$ cat src/rtl/srpm_pkg.sv
// Shared constants, types and helpers for the stereo RMS and peak level meter.
// Depends on nothing; every other file of the block refers to it by scoped names.
`default_nettype none

package srpm_pkg;

   localparam int SAMPLE_W    = 16;                  // width of a sample field on the port
   localparam int SAMPLE_BITS = 16;                  // bits of a sample that carry value
   localparam int MAX_FRAMES  = 4096;                // frame limit that closes a block
   localparam int OUT_W       = 16;                  // width of the level fields
   localparam int MAG_W       = SAMPLE_BITS;         // magnitude of one sample
   localparam int SQ_W        = 2 * MAG_W;           // square of one magnitude
   localparam int SUM_W       = 43;                  // saturating square sum
   localparam int CNT_W       = $clog2(MAX_FRAMES + 1);
   localparam int ROOT_PAIRS  = (SUM_W + 1) / 2;     // radicand bit pairs
   localparam int RAD_W       = 2 * ROOT_PAIRS;
   localparam int ROOT_W      = ROOT_PAIRS;
   localparam int RREM_W      = ROOT_W + 2;
   localparam int DIV_CNT_W   = $clog2(SUM_W);
   localparam int ROOT_CNT_W  = $clog2(ROOT_PAIRS);

   localparam logic [SUM_W-1:0] SUM_MAX = {SUM_W{1'b1}};

   typedef struct packed {
      logic             acc_en;   // a frame was accepted this cycle
      logic             start;    // close the block and begin the level math
      logic [CNT_W-1:0] count;    // frames in the closed block
   } lane_ctrl_type;

   typedef struct packed {
      logic             done;     // one-cycle pulse: rms and peak are valid
      logic [OUT_W-1:0] rms;
      logic [OUT_W-1:0] peak;
   } lane_stat_type;

   // Absolute value of a sample sign-extended from SAMPLE_BITS bits; the most
   // negative code maps to its true magnitude.
   function automatic logic [MAG_W-1:0] magnitude_of(input logic [SAMPLE_W-1:0] raw);
      logic [MAG_W-1:0] v;
      v = raw[SAMPLE_BITS-1:0];
      if (v[MAG_W-1]) begin
         return MAG_W'(~v + 1'b1);
      end
      return v;
   endfunction

endpackage

`default_nettype wire

$ cat src/rtl/srpm_if.sv
// Request and response channel interfaces of the stereo level meter.
// Depends on srpm_pkg for the field widths.
`default_nettype none

interface srpm_req_if;
   logic                                valid;
   logic                                ready;
   logic signed [srpm_pkg::SAMPLE_W-1:0] left_sample;
   logic signed [srpm_pkg::SAMPLE_W-1:0] right_sample;
   logic                                last_frame;

   modport source (output valid, output left_sample, output right_sample,
                   output last_frame, input ready);
   modport sink   (input valid, input left_sample, input right_sample,
                   input last_frame, output ready);
endinterface

interface srpm_rsp_if;
   logic                          valid;
   logic                          ready;
   logic [srpm_pkg::OUT_W-1:0]    left_rms;
   logic [srpm_pkg::OUT_W-1:0]    right_rms;
   logic [srpm_pkg::OUT_W-1:0]    left_peak;
   logic [srpm_pkg::OUT_W-1:0]    right_peak;
   logic                          forced_end;

   modport source (output valid, output left_rms, output right_rms, output left_peak,
                   output right_peak, output forced_end, input ready);
   modport sink   (input valid, input left_rms, input right_rms, input left_peak,
                   input right_peak, input forced_end, output ready);
endinterface

`default_nettype wire

$ cat src/rtl/srpm_lane.sv
// One channel lane: square accumulation, peak hold, bit-serial divide by the
// frame count and digit-by-digit square root. Depends on srpm_pkg.
`default_nettype none

module srpm_lane (
   input  wire logic                                 clock,
   input  wire logic                                 reset,
   input  wire logic signed [srpm_pkg::SAMPLE_W-1:0] sample,
   input  wire srpm_pkg::lane_ctrl_type              ctrl,
   output srpm_pkg::lane_stat_type                   stat
);

   typedef enum logic [2:0] {
      L_IDLE = 3'b001,
      L_DIV  = 3'b010,
      L_ROOT = 3'b100
   } lane_state_type;

   lane_state_type                       state_ff, state_in;

   logic [srpm_pkg::MAG_W-1:0]           mag;
   logic [srpm_pkg::SQ_W-1:0]            sq_prod;
   logic [srpm_pkg::MAG_W-1:0]           mag_ff;
   logic [srpm_pkg::SQ_W-1:0]            sq_ff;
   logic                                 pend_ff;

   logic [srpm_pkg::SUM_W-1:0]           sum_ff, sum_in;
   logic [srpm_pkg::SUM_W:0]             sum_add;
   logic [srpm_pkg::MAG_W-1:0]           peak_ff, peak_in;

   logic [srpm_pkg::SUM_W-1:0]           dvd_ff, dvd_in;
   logic [srpm_pkg::CNT_W:0]             rem_ff, rem_in, rem_shift;
   logic [srpm_pkg::CNT_W-1:0]           dvs_ff;
   logic                                 div_ge;
   logic [srpm_pkg::DIV_CNT_W-1:0]       dcnt_ff;

   logic [srpm_pkg::RAD_W-1:0]           rad_ff;
   logic [srpm_pkg::ROOT_W-1:0]          root_ff, root_in;
   logic [srpm_pkg::RREM_W-1:0]          rrem_ff, rrem_in, rrem_shift, trial;
   logic                                 root_ge;
   logic [srpm_pkg::ROOT_CNT_W-1:0]      rcnt_ff;

   logic [srpm_pkg::OUT_W-1:0]           rms_res_ff;
   logic [srpm_pkg::OUT_W-1:0]           peak_res_ff;
   logic                                 done_ff;

   // Square the magnitude at accept; the registered square is added in the next cycle.
   always_comb begin
      mag     = srpm_pkg::magnitude_of(sample);
      sq_prod = srpm_pkg::SQ_W'(mag) * srpm_pkg::SQ_W'(mag);
   end

   // Fold the pending square and magnitude into the running state.
   always_comb begin
      sum_add = {1'b0, sum_ff} + (srpm_pkg::SUM_W + 1)'(sq_ff);
      sum_in  = sum_ff;
      peak_in = peak_ff;
      if (pend_ff) begin
         sum_in = sum_add[srpm_pkg::SUM_W] ? srpm_pkg::SUM_MAX
                                           : sum_add[srpm_pkg::SUM_W-1:0];
         if (mag_ff > peak_ff) begin
            peak_in = mag_ff;
         end
      end
   end

   // Restoring divide step: one quotient bit per cycle.
   always_comb begin
      rem_shift = {rem_ff[srpm_pkg::CNT_W-1:0], dvd_ff[srpm_pkg::SUM_W-1]};
      div_ge    = rem_shift >= {1'b0, dvs_ff};
      rem_in    = div_ge ? rem_shift - {1'b0, dvs_ff} : rem_shift;
      dvd_in    = {dvd_ff[srpm_pkg::SUM_W-2:0], div_ge};
   end

   // Square root step: one root bit per radicand bit pair.
   always_comb begin
      rrem_shift = {rrem_ff[srpm_pkg::RREM_W-3:0], rad_ff[srpm_pkg::RAD_W-1 -: 2]};
      trial      = {root_ff, 2'b01};
      root_ge    = rrem_shift >= trial;
      rrem_in    = root_ge ? rrem_shift - trial : rrem_shift;
      root_in    = {root_ff[srpm_pkg::ROOT_W-2:0], root_ge};
   end

   always_comb begin
      state_in = state_ff;
      unique case (state_ff)
         L_IDLE: begin
            if (ctrl.start) begin
               state_in = L_DIV;
            end
         end
         L_DIV: begin
            if (dcnt_ff == '0) begin
               state_in = L_ROOT;
            end
         end
         L_ROOT: begin
            if (rcnt_ff == '0) begin
               state_in = L_IDLE;
            end
         end
         default: state_in = L_IDLE;
      endcase
   end

   // Control and architectural state.
   always_ff @(posedge clock) begin
      if (reset) begin
         state_ff <= L_IDLE;
         pend_ff  <= 1'b0;
         sum_ff   <= '0;
         peak_ff  <= '0;
         done_ff  <= 1'b0;
      end else begin
         state_ff <= state_in;
         pend_ff  <= ctrl.acc_en;
         done_ff  <= (state_ff == L_ROOT) && (rcnt_ff == '0);
         if (ctrl.start) begin
            sum_ff  <= '0;
            peak_ff <= '0;
         end else begin
            sum_ff  <= sum_in;
            peak_ff <= peak_in;
         end
      end
   end

   // Datapath registers.
   always_ff @(posedge clock) begin
      if (ctrl.acc_en) begin
         mag_ff <= mag;
         sq_ff  <= sq_prod;
      end
      unique case (state_ff)
         L_IDLE: begin
            if (ctrl.start) begin
               dvd_ff      <= sum_in;
               rem_ff      <= '0;
               dvs_ff      <= ctrl.count;
               dcnt_ff     <= srpm_pkg::DIV_CNT_W'(srpm_pkg::SUM_W - 1);
               peak_res_ff <= srpm_pkg::OUT_W'(peak_in);
            end
         end
         L_DIV: begin
            dvd_ff  <= dvd_in;
            rem_ff  <= rem_in;
            dcnt_ff <= dcnt_ff - 1'b1;
            if (dcnt_ff == '0) begin
               rad_ff  <= srpm_pkg::RAD_W'(dvd_in);
               root_ff <= '0;
               rrem_ff <= '0;
               rcnt_ff <= srpm_pkg::ROOT_CNT_W'(srpm_pkg::ROOT_PAIRS - 1);
            end
         end
         L_ROOT: begin
            rad_ff  <= {rad_ff[srpm_pkg::RAD_W-3:0], 2'b00};
            root_ff <= root_in;
            rrem_ff <= rrem_in;
            rcnt_ff <= rcnt_ff - 1'b1;
            if (rcnt_ff == '0) begin
               rms_res_ff <= srpm_pkg::OUT_W'(root_in);
            end
         end
         default: ;
      endcase
   end

   assign stat.done = done_ff;
   assign stat.rms  = rms_res_ff;
   assign stat.peak = peak_res_ff;

endmodule

`default_nettype wire

$ cat src/rtl/stereo_rms_peak_meter_unit.sv
// Top level of the stereo block RMS and peak level meter: frame counter,
// block sequencing and the output register that merges both lanes.
// Depends on srpm_pkg, srpm_if (channel interfaces) and srpm_lane.
//
//   channel   dir   handshake      payload
//   req_chan  in    valid/ready    left_sample, right_sample, last_frame
//   rsp_chan  out   valid/ready    left_rms, right_rms, left_peak, right_peak, forced_end
//
// While no frame closes its block, a new request is taken in every cycle. A
// closing frame (marked last, or reaching MAX_FRAMES) holds off requests
// through the launch state, 43 steps of the bit-serial divider and 22 steps of
// the square root in each lane, run in parallel, the load into the output
// register and any wait in S_HOLD. Reset is synchronous and clears all
// sums, peaks and the frame count. A result waits in the output register while
// new requests are accepted; a second block end stalls only if it is not taken.
`default_nettype none

module stereo_rms_peak_meter_unit (
   input  wire logic   clock,
   input  wire logic   reset,
   srpm_req_if.sink    req_chan,
   srpm_rsp_if.source  rsp_chan
);

   typedef enum logic [3:0] {
      S_ACCUM  = 4'b0001,   // take frames
      S_LAUNCH = 4'b0010,   // last square lands, lanes start
      S_CALC   = 4'b0100,   // lanes divide and take the root
      S_HOLD   = 4'b1000    // result ready, output register still busy
   } meter_state_type;

   meter_state_type               state_ff, state_in;

   logic [srpm_pkg::CNT_W-1:0]    frames_ff;
   logic [srpm_pkg::CNT_W-1:0]    frames_next;
   logic [srpm_pkg::CNT_W-1:0]    count_ff;
   logic                          forced_ff;
   logic                          accept;
   logic                          limit;
   logic                          close;
   logic                          out_free;
   logic                          load;
   logic                          lanes_done;

   srpm_pkg::lane_ctrl_type       ctrl;
   srpm_pkg::lane_stat_type       stat_l, stat_r;

   logic                          rsp_valid_ff;
   logic [srpm_pkg::OUT_W-1:0]    left_rms_ff, right_rms_ff;
   logic [srpm_pkg::OUT_W-1:0]    left_peak_ff, right_peak_ff;
   logic                          forced_end_ff;

   // A block closes on its marked frame or on the frame that hits the limit.
   assign accept      = req_chan.valid && req_chan.ready;
   assign frames_next = frames_ff + 1'b1;
   assign limit       = frames_next >= srpm_pkg::CNT_W'(srpm_pkg::MAX_FRAMES);
   assign close       = accept && (req_chan.last_frame || limit);

   assign req_chan.ready = (state_ff == S_ACCUM);

   // Both lanes run in lock step; either done pulse stands for both.
   assign lanes_done = stat_l.done && stat_r.done;
   assign out_free   = !rsp_valid_ff || rsp_chan.ready;

   always_comb begin
      state_in = state_ff;
      load     = 1'b0;
      unique case (state_ff)
         S_ACCUM: begin
            if (close) begin
               state_in = S_LAUNCH;
            end
         end
         S_LAUNCH: begin
            state_in = S_CALC;
         end
         S_CALC: begin
            if (lanes_done) begin
               if (out_free) begin
                  load     = 1'b1;
                  state_in = S_ACCUM;
               end else begin
                  state_in = S_HOLD;
               end
            end
         end
         S_HOLD: begin
            if (out_free) begin
               load     = 1'b1;
               state_in = S_ACCUM;
            end
         end
         default: state_in = S_ACCUM;
      endcase
   end

   assign ctrl.acc_en = accept;
   assign ctrl.start  = (state_ff == S_LAUNCH);
   assign ctrl.count  = count_ff;

   srpm_lane u_lane_left (
      .clock  (clock),
      .reset  (reset),
      .sample (req_chan.left_sample),
      .ctrl   (ctrl),
      .stat   (stat_l)
   );

   srpm_lane u_lane_right (
      .clock  (clock),
      .reset  (reset),
      .sample (req_chan.right_sample),
      .ctrl   (ctrl),
      .stat   (stat_r)
   );

   // Sequencing and frame count.
   always_ff @(posedge clock) begin
      if (reset) begin
         state_ff     <= S_ACCUM;
         frames_ff    <= '0;
         rsp_valid_ff <= 1'b0;
      end else begin
         state_ff <= state_in;
         if (accept) begin
            frames_ff <= close ? '0 : frames_next;
         end
         if (load) begin
            rsp_valid_ff <= 1'b1;
         end else if (rsp_chan.ready) begin
            rsp_valid_ff <= 1'b0;
         end
      end
   end

   // Latch the block length and end cause; merge lane results on load.
   always_ff @(posedge clock) begin
      if (close) begin
         count_ff  <= frames_next;
         forced_ff <= limit && !req_chan.last_frame;
      end
      if (load) begin
         left_rms_ff   <= stat_l.rms;
         right_rms_ff  <= stat_r.rms;
         left_peak_ff  <= stat_l.peak;
         right_peak_ff <= stat_r.peak;
         forced_end_ff <= forced_ff;
      end
   end

   assign rsp_chan.valid      = rsp_valid_ff;
   assign rsp_chan.left_rms   = left_rms_ff;
   assign rsp_chan.right_rms  = right_rms_ff;
   assign rsp_chan.left_peak  = left_peak_ff;
   assign rsp_chan.right_peak = right_peak_ff;
   assign rsp_chan.forced_end = forced_end_ff;

endmodule

`default_nettype wire
$ cat src/flat_wrapper.sv
// flat-port wrapper written by rule: the top's interface ports become plain ports
module stereo_rms_peak_meter_unit_flat 
  (clock, reset, req_chan_valid, req_chan_left_sample, req_chan_right_sample, req_chan_last_frame, req_chan_ready, rsp_chan_valid, rsp_chan_left_rms, rsp_chan_right_rms, rsp_chan_left_peak, rsp_chan_right_peak, rsp_chan_forced_end, rsp_chan_ready);
  srpm_req_if req_chan_i ();
  srpm_rsp_if rsp_chan_i ();
  input  wire logic clock;
  input  wire logic reset;
  input wire logic [$bits(req_chan_i.valid)-1:0] req_chan_valid;
  input wire logic [$bits(req_chan_i.left_sample)-1:0] req_chan_left_sample;
  input wire logic [$bits(req_chan_i.right_sample)-1:0] req_chan_right_sample;
  input wire logic [$bits(req_chan_i.last_frame)-1:0] req_chan_last_frame;
  output wire logic [$bits(req_chan_i.ready)-1:0] req_chan_ready;
  output wire logic [$bits(rsp_chan_i.valid)-1:0] rsp_chan_valid;
  output wire logic [$bits(rsp_chan_i.left_rms)-1:0] rsp_chan_left_rms;
  output wire logic [$bits(rsp_chan_i.right_rms)-1:0] rsp_chan_right_rms;
  output wire logic [$bits(rsp_chan_i.left_peak)-1:0] rsp_chan_left_peak;
  output wire logic [$bits(rsp_chan_i.right_peak)-1:0] rsp_chan_right_peak;
  output wire logic [$bits(rsp_chan_i.forced_end)-1:0] rsp_chan_forced_end;
  input wire logic [$bits(rsp_chan_i.ready)-1:0] rsp_chan_ready;
  assign req_chan_i.valid = req_chan_valid;
  assign req_chan_i.left_sample = req_chan_left_sample;
  assign req_chan_i.right_sample = req_chan_right_sample;
  assign req_chan_i.last_frame = req_chan_last_frame;
  assign req_chan_ready = req_chan_i.ready;
  assign rsp_chan_valid = rsp_chan_i.valid;
  assign rsp_chan_left_rms = rsp_chan_i.left_rms;
  assign rsp_chan_right_rms = rsp_chan_i.right_rms;
  assign rsp_chan_left_peak = rsp_chan_i.left_peak;
  assign rsp_chan_right_peak = rsp_chan_i.right_peak;
  assign rsp_chan_forced_end = rsp_chan_i.forced_end;
  assign rsp_chan_i.ready = rsp_chan_ready;
  stereo_rms_peak_meter_unit u_core (.clock(clock), .reset(reset), .req_chan(req_chan_i), .rsp_chan(rsp_chan_i));
endmodule
$ cat config.mk
export PLATFORM = sky130hd
export DESIGN_NAME = stereo_rms_peak_meter_unit_flat
export DESIGN_NICKNAME = d
export VERILOG_FILES = /design/src/rtl/srpm_pkg.sv /design/src/rtl/srpm_if.sv /design/src/rtl/srpm_lane.sv /design/src/rtl/stereo_rms_peak_meter_unit.sv /design/src/flat_wrapper.sv
export SDC_FILE = /design/constraint.sdc
export NUM_CORES = 2
export LEC_CHECK = 0
export ABC_AREA = 1
export ABC_CLOCK_PERIOD_IN_PS = 7800
export BUFFER_PORTS_ARGS = -buffer_cell sky130_fd_sc_hd__buf_2
export CORE_MARGIN = 3
export CORE_UTILIZATION = 35
export CTS_CLUSTER_SIZE = 30
export DETAILED_ROUTE_END_ITERATION = 16
export PLACE_DENSITY_LB_ADDON = 0.05
export SYNTH_ARGS = -nofsm -noshare
export SYNTH_HDL_FRONTEND = slang
export SYNTH_SLANG_ARGS = --single-unit
$ cat constraint.sdc
create_clock -name clock -period 7.8 [get_ports clock]
set_clock_uncertainty 0.1 [all_clocks]
set_input_delay 0 -clock clock [delete_from_list [all_inputs] [get_ports clock]]
set_output_delay 0 -clock clock [all_outputs]
set_load 0.02 [all_outputs]
==> summary.txt <==
Yosys
  • Cells after Synth: 6,380
  • Most frequent cell after synthesis: nand2_1
  • Synth Register Bits: 716
  • Synth warnings: 0
  • Distinct cells, synth: 62
  • Top cells by area, synth: edfxtp_1, fa_1, nand2_1, ha_1, inv_1
  • Commonest cells in the netlist: nand2_1, inv_1, nor2_1, edfxtp_1, ha_1
  • Seq/Total Area, Yosys: 37.74%
  • Cell taking the most area after synthesis: edfxtp_1
  • Syn_area_per_cell: 8.327 um2
  • FFs w/ async S/R, synth: 0%
  • Prevailing post-synth register cell: edfxtp_1
  • Synth Cell Area: 53,130 um2
  • Post-synth EDFFs: 571
  • Post-synth top area share: 32.28%

GRT
  • GR Util met1: 26.02%
  • Vias in the first global route: 41,220
  • Met2 global-route usage: 29.67%
  • GR Layer Usage met3: 2.214%
  • Initial antenna violation count: 0
  • First-pass GRT wire length: 229.1 mm
  • Most used routing layer: met2
  • Largest net degree at the start of global routing: 75
  • Total GRT Usage: 18.36%
  • GRT Residual Overflow: 0

Drt
  • Routed wire per std cell: 16.39 um
  • Via count: 40,250
  • Drt pass-1 iters: 6
  • Detailed Route Iter0 Violations: 2,046
  • Routed WL: 141.8 mm
  • Antenna viol nets, final: 0
  • Vias/cell: 4.653
  • DRC: 0

Placement
  • Hpwl dp: 109.5 mm
  • Placed Instance Area: 56,000 um2
  • GP Congestion: 0.8542
  • Number of I/O port buffers: 103

CTS
  • CTS Buf Count: 88
  • Clock slew at reported path FFs: 0.06 ns
  • Sink Count: 716
  • Root buf cell: clkbuf_16
  • Clk buf depth: 3
  • Worst-skew pair later-pin latency: 0.71 ns
  • CTS H-tree depth: 3
  • CTS tree: yes

Layout
  • Inserted Diodes: 0
  • Net count reported at finish: 7,300
  • FILL cells: 15,600
  • Finished layout cell area: 59,710 um2
  • Share of cells above drive strength 1: 7.265%
  • Area Growth Syn to Fin: 12.40%

Timing
  • Max-slew violations: 0
  • Max Fclk: 134.4 MHz
  • Tmin final: 7.438 ns
  • Rel. slew slack: 24.41%
  • Final period utilization: 95.36%
  • Worst-margin pin slew: 1.131 ns
  • Hold WS: 0.1205 ns
  • RSZ-0062 raised after global routing: yes
  • Final setup fails: 0
  • Final hold vios: 0

Die
  • # IOs: 104
  • Horiz. Die Dim: 395.6 um
  • Die Y-Extent: 395.6 um
  • Std cell rows: 142
  • Initial Util: 35.34%
  • Core area: 150,300 um2
  • Die Footprint: 156,500 um2

Worst setup path
  • Worst Path Required: 8.14 ns
  • Nature of the critical path endpoint: flip-flop
  • Critical path startpoint category: primary input
  • Crit Path Max Fanout: 12
  • Slowest cell on crit path: dlygate4sd3_1
  • Crit Path Class: primary input to flip-flop
  • WP data arrival: 7.78 ns
  • Largest stage delay, worst path: 0.57 ns

Power and ir drop
  • Internal power: 0.01217 W
  • NetSw: 0.01050 W
  • Clock power share: 18.6%
  • Max IR drop VDD: 521.3 uV
  • Pwr Density: 379.6 nW/um2
  • Leakage: 28.72 nW
  • Combinational Power Share: 58.8%
  • Sw frac: 46.32%
  • Sequential power share: 22.5%
  • Final Power: 0.02267 W

Min path
  • Hold Path Class: primary input to flip-flop

Outcome
  • Outcome: finished, final reports clean

Run
  • Max Cap Violations: 0
[worst paths after layout]
path	start	end	slack [ns]	cells past startpoint
min reg2reg	u_core.u_lane_left.peak_res_ff[15]	u_core.rsp_chan.left_peak[15]	0.31	0
max reg2reg	u_core.state_ff[3]	u_core.u_lane_right.dvd_ff[18]	4.28	6
min	reset	u_core.state_ff[1]	0.12	3
max	req_chan_left_sample[0]	u_core.u_lane_left.sq_ff[26]	0.36	31
[power by group through the flow]
stage | Combinational [W] | Sequential, W | Clock (W)
after floorplan | 0.00956 | 0.00507 | 0
after global placement | 0.0134 | 0.00519 | 0
after detailed placement | 0.0133 | 0.00518 | 0
after CTS | 0.0135 | 0.00511 | 0.00441
after global routing | 0.0154 | 0.00513 | 0.00455
final | 0.0133 | 0.00511 | 0.00423
[per-layer routing]
| metal | vias to the layer above | share of wire (%) | wire [um] |
|---|---|---|---|
| met5 | - | 0 | 0 |
| met4 | 0 | 2.3 | 3303 |
| met3 | 170 | 3.3 | 4732 |
| met2 | 552 | 45 | 63470 |
| met1 | 19060 | 50 | 70290 |
| li1 | 20470 | - | - |
[kinds of logic (layout without fill, tap and decap cells)]
logic type,Yosys count,count (layout),share of synthesized area [%]
flops,716,716,37.74
fa+ha+maj,704,704,21.24
xor+xnor,157,157,2.638
simple gates,2896,2896,22.60
other cells,2,22,0.01414
buf+inv,1309,1544,9.451
compound gates,596,596,6.312
[critical path, delay by kind of cell]
kind                     cells  cell delay [ns]
buffers and inverters       12             2.66
adder cells (fa/ha/maj)      7             3.16
AO/OA/AOI/OAI                5             0.96
AND/OR/NAND/NOR              6             0.85
XOR/XNOR                     1             0.14
[metrics by stage]
stage               utilization [%]  worst slack (ns)  setup TNS (ns)  std cells
finish                        39.73            0.3620               0       8651
global placement              37.26            0.7695               0       8421
CTS                           39.67            0.1822               0       8648
detailed placement            37.26            0.7055               0       8421
floorplan                         -             1.354               0       6400
global route                  39.73          -0.03253        -0.03988       8651
[state kept, by name, summed over array words and instances, names as in the netlist, 22 cells and up]
signal,flops
u_core.u_lane_left.sq_ff,30
u_core.u_lane_right.sq_ff,30
u_core.u_lane_right.rad_ff,44
u_core.u_lane_left.dvd_ff,43
u_core.u_lane_right.root_ff,22
u_core.u_lane_right.dvd_ff,43
u_core.u_lane_right.sum_ff,43
u_core.u_lane_left.root_ff,22
u_core.u_lane_right.rrem_ff,22
u_core.u_lane_left.rrem_ff,22
u_core.u_lane_left.sum_ff,43
u_core.u_lane_left.rad_ff,44
[cells in the final DEF, fill, tap and decap left out, types with 33 or more instances in the layout]
| cell type | count |
|---|---|
| xnor2_1 | 60 |
| edfxtp_1 | 571 |
| buf_2 | 103 |
| dlygate4sd3_1 | 61 |
| clkbuf_16 | 89 |
| nor3_1 | 52 |
| buf_4 | 45 |
| nand2_1 | 1724 |
| xor2_1 | 95 |
| nand3_1 | 244 |
| ha_1 | 373 |
| nand4_1 | 35 |
| fa_1 | 330 |
| nand2_2 | 50 |
| or2_2 | 53 |
| o211ai_1 | 33 |
| inv_1 | 1149 |
| dfxtp_1 | 144 |
| nor2_1 | 634 |
| a21oi_1 | 260 |
| o21ai_0 | 168 |
[layout make-up]
type                       count  area (um2)  share of cell area (%)
tap                         2016        2522                   4.224
multi-input combinational   4375       28260                   47.32
timing repair buffer         209        1464                   2.452
sequential                   716       20050                   33.58
clock buffer                 120        2444                   4.092
inverter                    1169        4395                   7.361
clock inverter                46       576.8                  0.9660
[timing repair]
item,CTS,global route
hold endpoints to repair,83,0
buffers inserted,0,3
endpoints found under the setup margin,0,16
hold buffers,61,0
resized for setup,0,18
Power figures use the tool's default switching activity.
